[config.mk]
export PLATFORM = sky130hd
export DESIGN_NAME = btm_core
export DESIGN_NICKNAME = d
export VERILOG_FILES = /design/src/btm_pkg.sv /design/src/btm_core.sv
export SDC_FILE = /design/constraint.sdc
export NUM_CORES = 1
export LEC_CHECK = 0
export BUFFER_PORTS_ARGS = -buffer_cell sky130_fd_sc_hd__buf_2
export CAP_MARGIN = 20
export CELL_PAD_IN_SITES_DETAIL_PLACEMENT = 1
export CELL_PAD_IN_SITES_GLOBAL_PLACEMENT = 1
export CORE_ASPECT_RATIO = 1.1
export CORE_MARGIN = 8
export CORE_UTILIZATION = 48
export DETAILED_ROUTE_END_ITERATION = 12
export PLACE_DENSITY = 0.92
export SETUP_SLACK_MARGIN = 0.05
export SLEW_MARGIN = 0
export SYNTH_ARGS = -nofsm -noshare
export SYNTH_HDL_FRONTEND = slang
export SYNTH_SLANG_ARGS = --single-unit
[constraint.sdc]
create_clock -name clk -period 13.4 [get_ports clk]
set_input_delay 2.01 -clock clk [delete_from_list [all_inputs] [get_ports clk]]
set_output_delay 2.01 -clock clk [all_outputs]
set_load 0.05 [all_outputs]
[src/btm_pkg.sv]
// Shared constants, codes and types of the binary trie multiset.
// No dependencies; the top and btm_core refer to this package, btm_ram does not.
package btm_pkg;

	localparam int VALUE_BITS  = 10;
	localparam int COUNT_BITS  = 16;
	localparam int RANK_BITS   = 16;
	localparam int CMD_BITS    = 3;
	localparam int STATUS_BITS = 2;

	// One memory row holds a sibling pair: node 2r in the low half, 2r+1 in the high half.
	localparam int ROW_BITS = VALUE_BITS;
	localparam int ROW_W    = 2 * COUNT_BITS;

	localparam int LVL_BITS = (VALUE_BITS > 1) ? $clog2(VALUE_BITS) : 1;
	localparam int CMP_BITS = (COUNT_BITS > RANK_BITS) ? COUNT_BITS : RANK_BITS;

	localparam logic [COUNT_BITS-1:0] COUNT_MAX = '1;
	localparam logic [LVL_BITS-1:0]   LVL_TOP   = LVL_BITS'(VALUE_BITS - 1);

	typedef enum logic [CMD_BITS-1:0] {
		CMD_INSERT   = 3'd0,
		CMD_ERASE    = 3'd1,
		CMD_MIN_XOR  = 3'd2,
		CMD_MAX_XOR  = 3'd3,
		CMD_COUNT_LT = 3'd4,
		CMD_COUNT_LE = 3'd5,
		CMD_KTH      = 3'd6,
		CMD_COUNT_EQ = 3'd7
	} cmd_t;

	typedef enum logic [STATUS_BITS-1:0] {
		ST_OK   = 2'd0,
		ST_MISS = 2'd1,
		ST_FULL = 2'd2
	} status_t;

	typedef enum logic [2:0] {
		S_CLEAR,
		S_IDLE,
		S_PLAN,
		S_WALK,
		S_FIN
	} state_t;

	typedef struct packed {
		logic                rd_en;
		logic [ROW_BITS-1:0] rd_addr;
		logic                wr_en;
		logic [ROW_BITS-1:0] wr_addr;
		logic [ROW_W-1:0]    wr_data;
	} mem_req_t;

	typedef struct packed {
		logic [VALUE_BITS-1:0] value;
		logic [COUNT_BITS-1:0] count;
		status_t               status;
	} result_t;

endpackage

[src/btm_core.sv]
// Command sequencer and trie walk datapath of the binary trie multiset.
// Depends on btm_pkg; drives the count memory through a btm_pkg::mem_req_t.
module btm_core (
	input  logic                                clk,
	input  logic                                arst_n,
	input  logic                                in_valid,
	output logic                                in_ready,
	input  logic [btm_pkg::CMD_BITS-1:0]        in_cmd,
	input  logic [btm_pkg::VALUE_BITS-1:0]      in_value,
	input  logic [btm_pkg::RANK_BITS-1:0]       in_rank,
	output btm_pkg::mem_req_t                   mem_req,
	input  logic [btm_pkg::ROW_W-1:0]           mem_rd_data,
	output logic                                res_valid,
	input  logic                                res_take,
	output btm_pkg::result_t                    res
);

	localparam int VB = btm_pkg::VALUE_BITS;
	localparam int CB = btm_pkg::COUNT_BITS;

	btm_pkg::state_t  state_q, state_d;
	btm_pkg::cmd_t    cmd_q;
	btm_pkg::status_t st_q;

	logic [VB-1:0]                     val_q;
	logic [btm_pkg::RANK_BITS-1:0]     rank_q;
	logic [CB-1:0]                     k_q, total_q, leaf_q, size_q;
	logic [VB:0]                       n_q;
	logic [btm_pkg::LVL_BITS-1:0]      lvl_q;
	logic [btm_pkg::ROW_BITS-1:0]      clr_q;

	logic [CB-1:0]     lo, hi, leaf, child_b, child_old, child_new, size_new;
	logic              b, f, plan_walk;
	btm_pkg::status_t  plan_st;
	logic [VB:0]       n_next;
	logic [VB:0]       in_node;

	assign lo      = mem_rd_data[CB-1:0];
	assign hi      = mem_rd_data[btm_pkg::ROW_W-1:CB];
	assign leaf    = val_q[0] ? hi : lo;
	assign b       = val_q[VB-1];
	assign child_b = b ? hi : lo;
	assign in_node = {1'b1, in_value};

	// Decide whether the command walks the trie, and its error status.
	always_comb begin
		plan_st   = btm_pkg::ST_OK;
		plan_walk = 1'b0;
		unique case (cmd_q)
			btm_pkg::CMD_INSERT: begin
				if (size_q == btm_pkg::COUNT_MAX) begin
					plan_st = btm_pkg::ST_FULL;
				end else begin
					plan_walk = 1'b1;
				end
			end
			btm_pkg::CMD_ERASE: begin
				if (leaf == '0) begin
					plan_st = btm_pkg::ST_MISS;
				end else begin
					plan_walk = 1'b1;
				end
			end
			btm_pkg::CMD_MIN_XOR, btm_pkg::CMD_MAX_XOR: begin
				if (size_q == '0) begin
					plan_st = btm_pkg::ST_MISS;
				end else begin
					plan_walk = 1'b1;
				end
			end
			btm_pkg::CMD_COUNT_LT, btm_pkg::CMD_COUNT_LE: begin
				plan_walk = 1'b1;
			end
			btm_pkg::CMD_KTH: begin
				if (btm_pkg::CMP_BITS'(rank_q) >= btm_pkg::CMP_BITS'(size_q)) begin
					plan_st = btm_pkg::ST_MISS;
				end else begin
					plan_walk = 1'b1;
				end
			end
			btm_pkg::CMD_COUNT_EQ: begin
				plan_walk = 1'b0;
			end
		endcase
	end

	// Pick the branch taken at the current level.
	always_comb begin
		unique case (cmd_q)
			btm_pkg::CMD_MIN_XOR, btm_pkg::CMD_MAX_XOR: f = (child_b == '0) ? ~b : b;
			btm_pkg::CMD_KTH:                          f = !(k_q < lo);
			default:                                   f = b;
		endcase
		n_next    = {n_q[VB-1:0], f};
		child_old = f ? hi : lo;
		child_new = (cmd_q == btm_pkg::CMD_INSERT) ? child_old + 1'b1 : child_old - 1'b1;
		size_new  = (cmd_q == btm_pkg::CMD_INSERT) ? size_q + 1'b1 : size_q - 1'b1;
	end

	// Next state.
	always_comb begin
		state_d = state_q;
		unique case (state_q)
			btm_pkg::S_CLEAR: if (clr_q == '1) state_d = btm_pkg::S_IDLE;
			btm_pkg::S_IDLE:  if (in_valid) state_d = btm_pkg::S_PLAN;
			btm_pkg::S_PLAN:  state_d = plan_walk ? btm_pkg::S_WALK : btm_pkg::S_FIN;
			btm_pkg::S_WALK:  if (lvl_q == '0) state_d = btm_pkg::S_FIN;
			btm_pkg::S_FIN:   if (res_take) state_d = btm_pkg::S_IDLE;
		endcase
	end

	// Outputs: memory requests and handshakes.
	always_comb begin
		mem_req   = '0;
		in_ready  = 1'b0;
		res_valid = 1'b0;
		unique case (state_q)
			btm_pkg::S_CLEAR: begin
				mem_req.wr_en   = 1'b1;
				mem_req.wr_addr = clr_q;
			end
			btm_pkg::S_IDLE: begin
				in_ready        = 1'b1;
				mem_req.rd_en   = in_valid;
				mem_req.rd_addr = in_node[VB:1];
			end
			btm_pkg::S_PLAN: begin
				// Root count lives in row zero next to the unused node zero.
				mem_req.rd_en   = plan_walk;
				mem_req.rd_addr = btm_pkg::ROW_BITS'(1);
				mem_req.wr_en   = plan_walk && (cmd_q == btm_pkg::CMD_INSERT ||
				                                cmd_q == btm_pkg::CMD_ERASE);
				mem_req.wr_addr = '0;
				mem_req.wr_data = {size_new, CB'(0)};
			end
			btm_pkg::S_WALK: begin
				mem_req.rd_en   = (lvl_q != '0);
				mem_req.rd_addr = n_next[VB-1:0];
				mem_req.wr_en   = (cmd_q == btm_pkg::CMD_INSERT ||
				                   cmd_q == btm_pkg::CMD_ERASE);
				mem_req.wr_addr = n_q[VB-1:0];
				mem_req.wr_data = f ? {child_new, lo} : {hi, child_new};
			end
			btm_pkg::S_FIN: begin
				res_valid = 1'b1;
			end
		endcase
	end

	// Result of the finished command.
	always_comb begin
		res.status = st_q;
		res.value  = '0;
		if (st_q == btm_pkg::ST_OK && (cmd_q == btm_pkg::CMD_MIN_XOR ||
		    cmd_q == btm_pkg::CMD_MAX_XOR || cmd_q == btm_pkg::CMD_KTH)) begin
			res.value = n_q[VB-1:0];
		end
		unique case (cmd_q)
			btm_pkg::CMD_COUNT_LT: res.count = total_q;
			btm_pkg::CMD_COUNT_LE: res.count = total_q + leaf_q;
			btm_pkg::CMD_COUNT_EQ: res.count = leaf_q;
			default:               res.count = size_q;
		endcase
	end

	always_ff @(posedge clk or negedge arst_n) begin
		if (!arst_n) begin
			state_q <= btm_pkg::S_CLEAR;
			clr_q   <= '0;
			size_q  <= '0;
		end else begin
			state_q <= state_d;
			if (state_q == btm_pkg::S_CLEAR) begin
				clr_q <= clr_q + 1'b1;
			end
			if (state_q == btm_pkg::S_PLAN && plan_walk &&
			    (cmd_q == btm_pkg::CMD_INSERT || cmd_q == btm_pkg::CMD_ERASE)) begin
				size_q <= size_new;
			end
		end
	end

	always_ff @(posedge clk) begin
		unique case (state_q)
			btm_pkg::S_IDLE: begin
				if (in_valid) begin
					cmd_q  <= btm_pkg::cmd_t'(in_cmd);
					val_q  <= in_value;
					rank_q <= in_rank;
				end
			end
			btm_pkg::S_PLAN: begin
				st_q    <= plan_st;
				leaf_q  <= leaf;
				total_q <= '0;
				k_q     <= CB'(rank_q);
				n_q     <= (VB+1)'(1);
				lvl_q   <= btm_pkg::LVL_TOP;
				if (cmd_q == btm_pkg::CMD_MAX_XOR) begin
					val_q <= ~val_q;
				end
			end
			btm_pkg::S_WALK: begin
				n_q   <= n_next;
				lvl_q <= lvl_q - 1'b1;
				val_q <= val_q << 1;
				if (b && (cmd_q == btm_pkg::CMD_COUNT_LT || cmd_q == btm_pkg::CMD_COUNT_LE)) begin
					total_q <= total_q + lo;
				end
				if (cmd_q == btm_pkg::CMD_KTH && f) begin
					k_q <= k_q - lo;
				end
			end
			default: begin
			end
		endcase
	end

endmodule
==> impl_metrics.ini, run 1 <==
[layout]
nets = 1520
fillers = 2608
finalNonFillerCells = 1661
drive_gt1_share_pct = 16.78
antennaDiodeCount = 0
syn2layout_area_growth_pct = 15.10
fin_util_pct = 56.18

[detailed_routing]
route.detailed.drc = 0
drt-initial-drc-count = 1041
dr.max_layer_used = met4
vias = 10860
vias_per_cell = 6.540
dr.pass1.iters = 5
m1WireLength_um = 15630
antenna_left = 0
wl_met2_um = 20050
wl_met3_um = 3679
wl_per_cell_um = 25.43
wl_um = 42230

[yosys]
async_reset_ff_share_pct = 23.77
syn_nets = 1396
synth_cell_types = 74
ys_warn_count = 0
yosys.area.top_type = edfxtp_1
synth_seq_cells = 122
synth_commonest_cells = 174 x nand2_1, 109 x o21ai_0, 94 x nor2_1, 93 x edfxtp_1, 92 x ha_1
synth_area_leaders = edfxtp_1 27%, ha_1 11%, dfrtp_1 7.0%
avgSynthCellArea_sq_um = 8.425
synth_top_flop_cell = edfxtp_1
synth_edf_count = 93
seq_area_frac_synth_pct = 33.84
syn_area_sq_um = 10400
synth.most_common_cell = nand2_1
synth_top_area_share_pct = 26.86
syn_inst = 1234

[sta]
rsz0062_at_grt = false
layout_min_cycle_time_ps = 9921
finalHoldViolCount = 0
slew-limit-headroom_pct = 29.11
setup_viol = 0
min_period_over_period_pct = 74.04
holdWs_ps = 546.8
finalWorstSetupSlack_ps = 3479
worst_slew_pin_slew_ps = 1063
finalSetupTns_ps = 0
slew_viol_final = 0
fin_skew_ps = 15.89
fmaxAchievable_mhz = 100.8

[flow_run]
maxCapViolCount = 0

[floorplanning]
start_util_pct = 48.81
rows = 56
die_h_um = 170.4
ios = 149
fp.dieArea_sq_um = 26630
core-area_sq_um = 21300
dieWidth_um = 156.3

[clock_tree]
cts-root-buf = clkbuf_16
cts_tree = yes
clk_pin_slew_ps = 80
max-clock-path-buffers = 2
cts_buffers = 17
cts.sinks = 122
cts_resized = 0
ctsHoldBuffers = 0
clk_latency_ps = 460
postCtsSetupRepairBufs = 0
htreeDepth = 4

[setup_path]
r2r_setup_slack_ps = 8450
worst-setup-path-type = input port to output pin
r2r-end = size_q[14]
worstPathRequired_ps = 11390
path_max_fanout = 60
crit_arrival_ps = 7910
r2r_start = cmd_q[0]
reg2reg_depth = 15
cp-end-kind = output pin
start_kind = input port

[min_path]
hp-class = flip-flop to flip-flop
min_to = clr_q[4]
whs_path_depth = 1
hold_start = clr_q[4]

[global_routing]
antenna_found_initial = 0
grt_max_degree = 61
grtUsageTotal_pct = 31.81
gr-total-overflow = 0
grt_pass1_vias = 11230
grt_first_pass_wirelength_um = 64930

[power_and_ir_drop]
power_leakage_nw = 5.387
comb_power_share_pct = 61.7
intPower_mw = 1.410
seqPwrFrac_pct = 23.1
clkPwrFrac_pct = 15.2
swShare_pct = 54.73
irDropWorstVdd_uv = 105.2
power.switching_mw = 1.705
power.density_nw_per_um2 = 260.4

[placement]
dp_slack_ps = 3651
io_buffer_count = 148
dp_hpwl_um = 29980
place_congestion = 0.9858
dp.cells = 1627

[run_status]
status = completed
area by class of cell:
class / instances / area [sq um] / share of cell area, %
Inverter: 70 / 262.8 / 2.196
Timing Repair Buffer: 162 / 849.6 / 7.100
Tap cell: 290 / 362.8 / 3.032
Clock buffer: 17 / 425.4 / 3.555
Clock inverter: 15 / 155.1 / 1.297
Sequential cell: 122 / 3520 / 29.41
Multi-Input combinational cell: 985 / 6391 / 53.41
critical path, cell delays in order:
cell and delay, ps:
buf_2 180, ha_1 250, fa_1 410, nand2b_1 190
a21oi_1 200, o211ai_1 160, a31oi_1 450, or2_2 920
o21ai_0 210, ha_1 410, nor2b_1 160, o21a_1 170
nor2_1 150, o21bai_1 110, a21bo_2 200, a21oi_1 290
o21ai_0 230, a2111o_1 460, a31oi_1 210, o221a_2 270
buf_2 270
cell families after synthesis:
logic type	Yosys count	share of synthesized area, %
adders and majority gates	97	12.04
buffers and inverters	127	4.778
and+or+nand+nor	453	20.64
muxes	18	1.890
DFF	122	33.84
AOI/OAI and AO/OA	353	21.42
xor gates and xnor gates	64	5.392
how the worst max path moves through the flow:
stage / start / end / slack, ps / cells after the start
after floorplan: mem_rd_data[0] / mem_req[24] / 4550 / 22
after global placement: mem_rd_data[0] / mem_req[28] / 3870 / 21
after detailed placement: mem_rd_data[0] / mem_req[28] / 3650 / 21
after CTS: mem_rd_data[0] / mem_req[28] / 3570 / 21
after global routing: mem_rd_data[15] / mem_req[28] / 3180 / 19
final: mem_rd_data[0] / mem_req[28] / 3480 / 21
state kept, by name (all words and copies together) (netlist names):
name     cells
lvl_q        4
size_q      16
st_q         2
total_q     16
n_q         10
rank_q      16
val_q       10
leaf_q      16
clr_q       10
state_q      3
k_q         16
cmd_q        3
layer usage:
metal  global-route usage (%)  up-vias
met1                    36.96     5305
met3                    6.773      181
met2                    52.21      621
li1                         -     4756
met4                    21.20        0
met5                        0        -
metrics by stage:
stage	area [sq um]	power, mW
6_report	11970	3.116
5_1_grt	11970	3.267
4_1_cts	11950	3.066
2_1_floorplan	10400	2.017
3_3_place_gp	11370	2.458
3_5_place_dp	11370	2.542
placed cells by master, fill, tap and decap left out, drive strengths merged, types with 20 or more instances in the layout:
cell / count
inv: 77
xnor2: 39
buf: 162
nand2: 174
a31oi: 24
o21ai: 111
nor3: 25
ha: 92
nand4: 21
edfxtp: 93
and3: 20
nor2: 94
a21oi: 77
a21o: 39
xor2: 25
nand3: 29
dfrtp: 29
power by group through the flow:
stage                     clock [mW]  sequential, mW  combinational, mW
after global placement             0           0.698               1.76
after detailed placement           0           0.707               1.84
after CTS                      0.473           0.708               1.88
after global routing           0.488           0.726               2.05
after floorplan                    0           0.634               1.38
final                          0.474           0.719               1.92
Note: power is estimated with default switching activity, not from simulation.
==> run 2: changes to the inputs <==
Settings changed: CORE_UTILIZATION 48 to 40, PLACE_DENSITY 0.92 to 0.82.
Clock period 13.4 ns to 8.5 ns, I/O delays scaled along.
==> run 2 against run 1 <==
Global-route usage shrank 7.2 points. Combinational power grew 54%. Sequential power grew 53%. Non-clock buffer count grew 2. Worst hold slack lost 24 ps. Flip-flop and latch count is the same. Via count shrank 6.6%. Clock skew shrank 7.3 ps. Clock power grew 53%. Sequential share of layout area shrank 0.20 points. Critical endpoint unchanged. Total power grew 53%. Die area grew 18%.
==> impl_metrics.ini, run 2 (synthesized netlist as in run 1, its figures left out) <==
[run_status]
status = completed

[detailed_routing]
drt-initial-drc-count = 610
dr.pass1.iters = 5
wl_per_cell_um = 22.47
antenna_left = 0
vias = 10140
route.detailed.drc = 0
wl_um = 38760
vias_per_cell = 5.879

[global_routing]
grt_pass1_vias = 10580
grtUsageTotal_pct = 24.58
gr-total-overflow = 0
antenna_found_initial = 0
grt_first_pass_wirelength_um = 59600
grt_max_degree = 75

[clock_tree]
cts_tree = yes
ctsHoldBuffers = 0
clk_latency_ps = 430
cts-root-buf = clkbuf_16
max-clock-path-buffers = 2
cts_resized = 0
htreeDepth = 4
cts.sinks = 122
cts_buffers = 17
postCtsSetupRepairBufs = 0
clk_pin_slew_ps = 70

[placement]
place_congestion = 0.9512
placed_area_sq_um = 11450
io_buffer_count = 148
dp_hpwl_um = 30030
dp.cells = 1691
dp_slack_ps = 581.1

[sta]
slew_viol_final = 0
fin_skew_ps = 8.596
slew-limit-headroom_pct = 25.37
setup_viol = 0
finalSetupTns_ps = 0
rsz0062_at_grt = false
worst_slew_pin_slew_ps = 1119
finalHoldViolCount = 0
min_period_over_period_pct = 94.00
fmaxAchievable_mhz = 125.2
finalWorstSetupSlack_ps = 509.8
layout_min_cycle_time_ps = 7990

[setup_path]
worstPathRequired_ps = 7220
crit_arrival_ps = 6720
path_max_fanout = 33
cp-end-kind = output pin
worst-setup-path-type = input port to output pin
start_kind = input port
r2r_setup_slack_ps = 3780
r2r_start = cmd_q[0]
r2r-end = size_q[13]
reg2reg_depth = 13

[floorplanning]
start_util_pct = 40.25
rows = 62
ios = 149
core-area_sq_um = 25830
dieWidth_um = 169.7
fp.dieArea_sq_um = 31410
die_h_um = 185.1

[layout]
antennaDiodeCount = 0
final_cell_mix = 173 x nand2_1, 149 x buf_2, 109 x o21ai_0, 93 x nor2_1, 93 x edfxtp_1
design_area_sq_um = 12050
drive_gt1_share_pct = 16.82
nets = 1522
final_common_cell = nand2_1
syn2layout_area_growth_pct = 15.91
finalNonFillerCells = 1725

[power_and_ir_drop]
power.total_mw = 4.779
power.density_nw_per_um2 = 396.6
power_leakage_nw = 5.403
irDropWorstVdd_uv = 173.2

[min_path]
hold_start = clr_q[9]
whs_path_depth = 1
min_to = clr_q[9]
hp-class = flip-flop to flip-flop

[flow_run]
maxCapViolCount = 0
==> run 2: power breakdown <==
part	total [mW]	switching [mW]	internal [mW]
clock	0.725	0.335	0.390
combinational	2.96	2.01	0.944
sequential	1.10	0.218	0.879
total	4.78	2.57	2.21
==> run 2: final cells by class <==
class	instances	area (sq um)
clock buffer	17	425.4
clock inverter	15	150.1
fill	3150	13780
inverter	70	262.8
multi-input combinational	985	6386
sequential	122	3520
tap	352	440.4
timing repair buffer	164	865.8
==> run 2: critical path, cell delays in order <==
cell	delay, ps
buf_2	180
ha_1	250
fa_1	400
nand2b_1	190
a21oi_1	200
o211ai_1	120
a31oi_1	420
or2_2	590
o21ai_0	190
ha_1	390
nor2b_1	160
o21a_1	160
nor2_1	150
o21bai_1	120
a21bo_2	200
a21oi_1	260
o21ai_0	240
a2111o_1	480
a31oi_1	210
o221a_2	260
buf_2	270
==> run 2: through the flow <==
step	utilization, %	hold WS [ps]
final	46.65	522.7
after global routing	46.65	539.7
after CTS	46.57	519.1
after detailed placement	44.34	495.2
after global placement	44.34	496.8
after floorplan	-	464.3
==> run 2: worst max path at each step <==
stage,from,end,slack [ps],cells past startpoint
CTS,mem_rd_data[0],mem_req[28],570,21
finish,mem_rd_data[0],mem_req[28],510,21
floorplan,mem_rd_data[0],mem_req[24],1120,22
global placement,mem_rd_data[0],mem_req[28],760,21
global route,mem_rd_data[0],mem_req[28],150,21
detailed placement,mem_rd_data[0],mem_req[28],580,21
==> run 2: routing by layer <==
layer | vias to the layer above | global-route usage (%) | wire (um)
li1 | 4763 | - | -
met1 | 4944 | 29.83 | 16230
met2 | 343 | 41.70 | 18520
met3 | 92 | 3.624 | 2140
met4 | 0 | 12.82 | 1861
met5 | - | 0 | 0
==> run 3: changes to the inputs <==
Settings changed: CORE_MARGIN 8 to unset, CORE_UTILIZATION 40 to 44, PLACE_DENSITY 0.82 to 0.87.
Clock period 8.5 ns to 7.9 ns, I/O delays scaled along.
==> run 3 against run 2 <==
Total power rose by 7.6%. Clock skew grew 1.7 ps. Cell count down 2.9%. Die area shrank 23%. Register-to-register slack better by 20 ps. Utilization grew 5.5 points. Non-clock buffer count up 1. Design area is 0.35% lower. Largest cell class unchanged. Count of clock-buffer cells in the layout is the same. Worst hold slack better by 4.3 ps. Routed wire length is 3.0% lower. Flip-flop and latch count unchanged.
==> impl_metrics.ini, run 3 (synthesized netlist as in run 1, its figures left out) <==
[run_status]
status = completed

[floorplanning]
core-area_sq_um = 23000
dieWidth_um = 148.6
rows = 58
ios = 149
die_h_um = 163.2
fp.dieArea_sq_um = 24250
start_util_pct = 45.19

[layout]
drive_gt1_share_pct = 16.96
syn2layout_area_growth_pct = 15.50
final_cell_mix = 173 x nand2_1, 148 x buf_2, 109 x o21ai_0, 93 x nor2_1, 93 x edfxtp_1
finalNonFillerCells = 1675
final_common_cell = nand2_1
design_area_sq_um = 12010
nets = 1523

[clock_tree]
cts-root-buf = clkbuf_16
max-clock-path-buffers = 2
cts.sinks = 122
clk_pin_slew_ps = 70
clk_latency_ps = 450
cts_buffers = 17
htreeDepth = 4
ctsHoldBuffers = 0
cts_tree = yes

[sta]
fmaxAchievable_mhz = 134.1
worst_slew_pin_slew_ps = 1085
slew-limit-headroom_pct = 27.29
finalSetupTns_ps = 0
layout_min_cycle_time_ps = 7458
fin_skew_ps = 10.34
finalHoldViolCount = 0
slew_viol_final = 0
finalWorstSetupSlack_ps = 442.4
setup_viol = 0
min_period_over_period_pct = 94.40
rsz0062_at_grt = false

[setup_path]
cp-end-kind = output pin
worstPathRequired_ps = 6710
path_max_fanout = 14
slowest_stage = a2111o_1
crit_arrival_ps = 6270
worst-setup-path-type = input port to output pin
start_kind = input port
worstPathCellList = buf_2, ha_1, fa_1, nand2b_1, a21oi_1, o211ai_1, a31oi_1, or2_2, o21ai_0, ha_1, nor2b_1, o21a_1, nor2_1, o21bai_1, a21bo_2, a21oi_1, o21ai_0, a2111o_1, a31oi_1, o221a_2, buf_2
max_stage_delay_ps = 470

[min_path]
hp-class = flip-flop to flip-flop

[power_and_ir_drop]
seqPwrFrac_pct = 23.1
power.switching_mw = 2.763
power.density_nw_per_um2 = 428.4
comb_power_share_pct = 61.7
irDropWorstVdd_uv = 164.3
clkPwrFrac_pct = 15.2
power.total_mw = 5.144
swShare_pct = 53.71
power_leakage_nw = 5.399
intPower_mw = 2.382

[placement]
io_buffer_count = 148
dp_slack_ps = 365.7
dp_hpwl_um = 28700
place_congestion = 0.9361
dp.cells = 1640
placed_area_sq_um = 11400

[detailed_routing]
vias_per_cell = 6.154
wl_um = 37590
antenna_left = 0
dr.pass1.iters = 5
wl_per_cell_um = 22.44
drt-initial-drc-count = 783
route.detailed.drc = 0
vias = 10310

[global_routing]
grt_pass1_vias = 10390
grtUsageTotal_pct = 31.25
grt_max_degree = 62
antenna_found_initial = 1
gr-total-overflow = 0
grt_first_pass_wirelength_um = 57170

[flow_run]
maxCapViolCount = 0
-- run 3: final cells by class --
cell class	instances	area, sq um
multi-input combinational	985	6391
fill	2774	11000
clock buffer	17	425.4
inverter	70	262.8
antenna	1	2.502
tap	300	375.4
sequential	122	3520
timing repair buffer	165	879.6
clock inverter	15	151.4
-- run 3: power by group through the flow --
stage	logic, mW	clock network (mW)	registers (mW)
after floorplan	2.35	0	1.08
after global placement	2.99	0	1.17
after detailed placement	3.10	0	1.19
after CTS	3.14	0.784	1.18
after global routing	3.42	0.807	1.20
final	3.17	0.782	1.19
-- run 3: timing repair --
action | in CTS | in global routing
gates resized for setup | 0 | 1
setup buffers | 0 | 0
setup endpoints to repair | 0 | 4
-- run 3: worst max-delay path: cells and delay by family --
| kind | cells | cell delay (ps) |
|---|---|---|
| AO/OA/AOI/OAI | 12 | 2760 |
| adder cells (fa/ha/maj) | 3 | 1010 |
| buffers and inverters | 2 | 430 |
| AND/OR/NAND/NOR | 4 | 870 |
-- run 3: path summary, 6_finish.rpt --
kind | start | end | slack, ps | cells after the start
min in group asynchronous | arst_n | clr_q[2] | 800 | 1
setup reg to reg | cmd_q[0] | size_q[14] | 3800 | 15
hold reg to reg | clr_q[8] | clr_q[8] | 530 | 1
setup / recovery | mem_rd_data[0] | mem_req[28] | 440 | 21
max in group asynchronous | arst_n | state_q[0] | 6570 | 1
hold / removal | clr_q[8] | clr_q[8] | 530 | 1
-- run 3: stage by stage --
step,util [%],hold slack (ps)
after CTS,52.07,529.6
final,52.20,526.9
after floorplan,-,464.3
after detailed placement,49.56,504.1
after global routing,52.20,540.1
after global placement,49.56,490.8
-- run 3: metal layers --
metal	routed length (um)	share of wire, %	GRT usage [%]	vias up
met3	2211	5.9	4.246	102
li1	-	-	-	4768
met5	0	0	0	-
met4	2126	5.7	19.45	0
met2	18000	48	52.12	412
met1	15260	41	38.07	5026
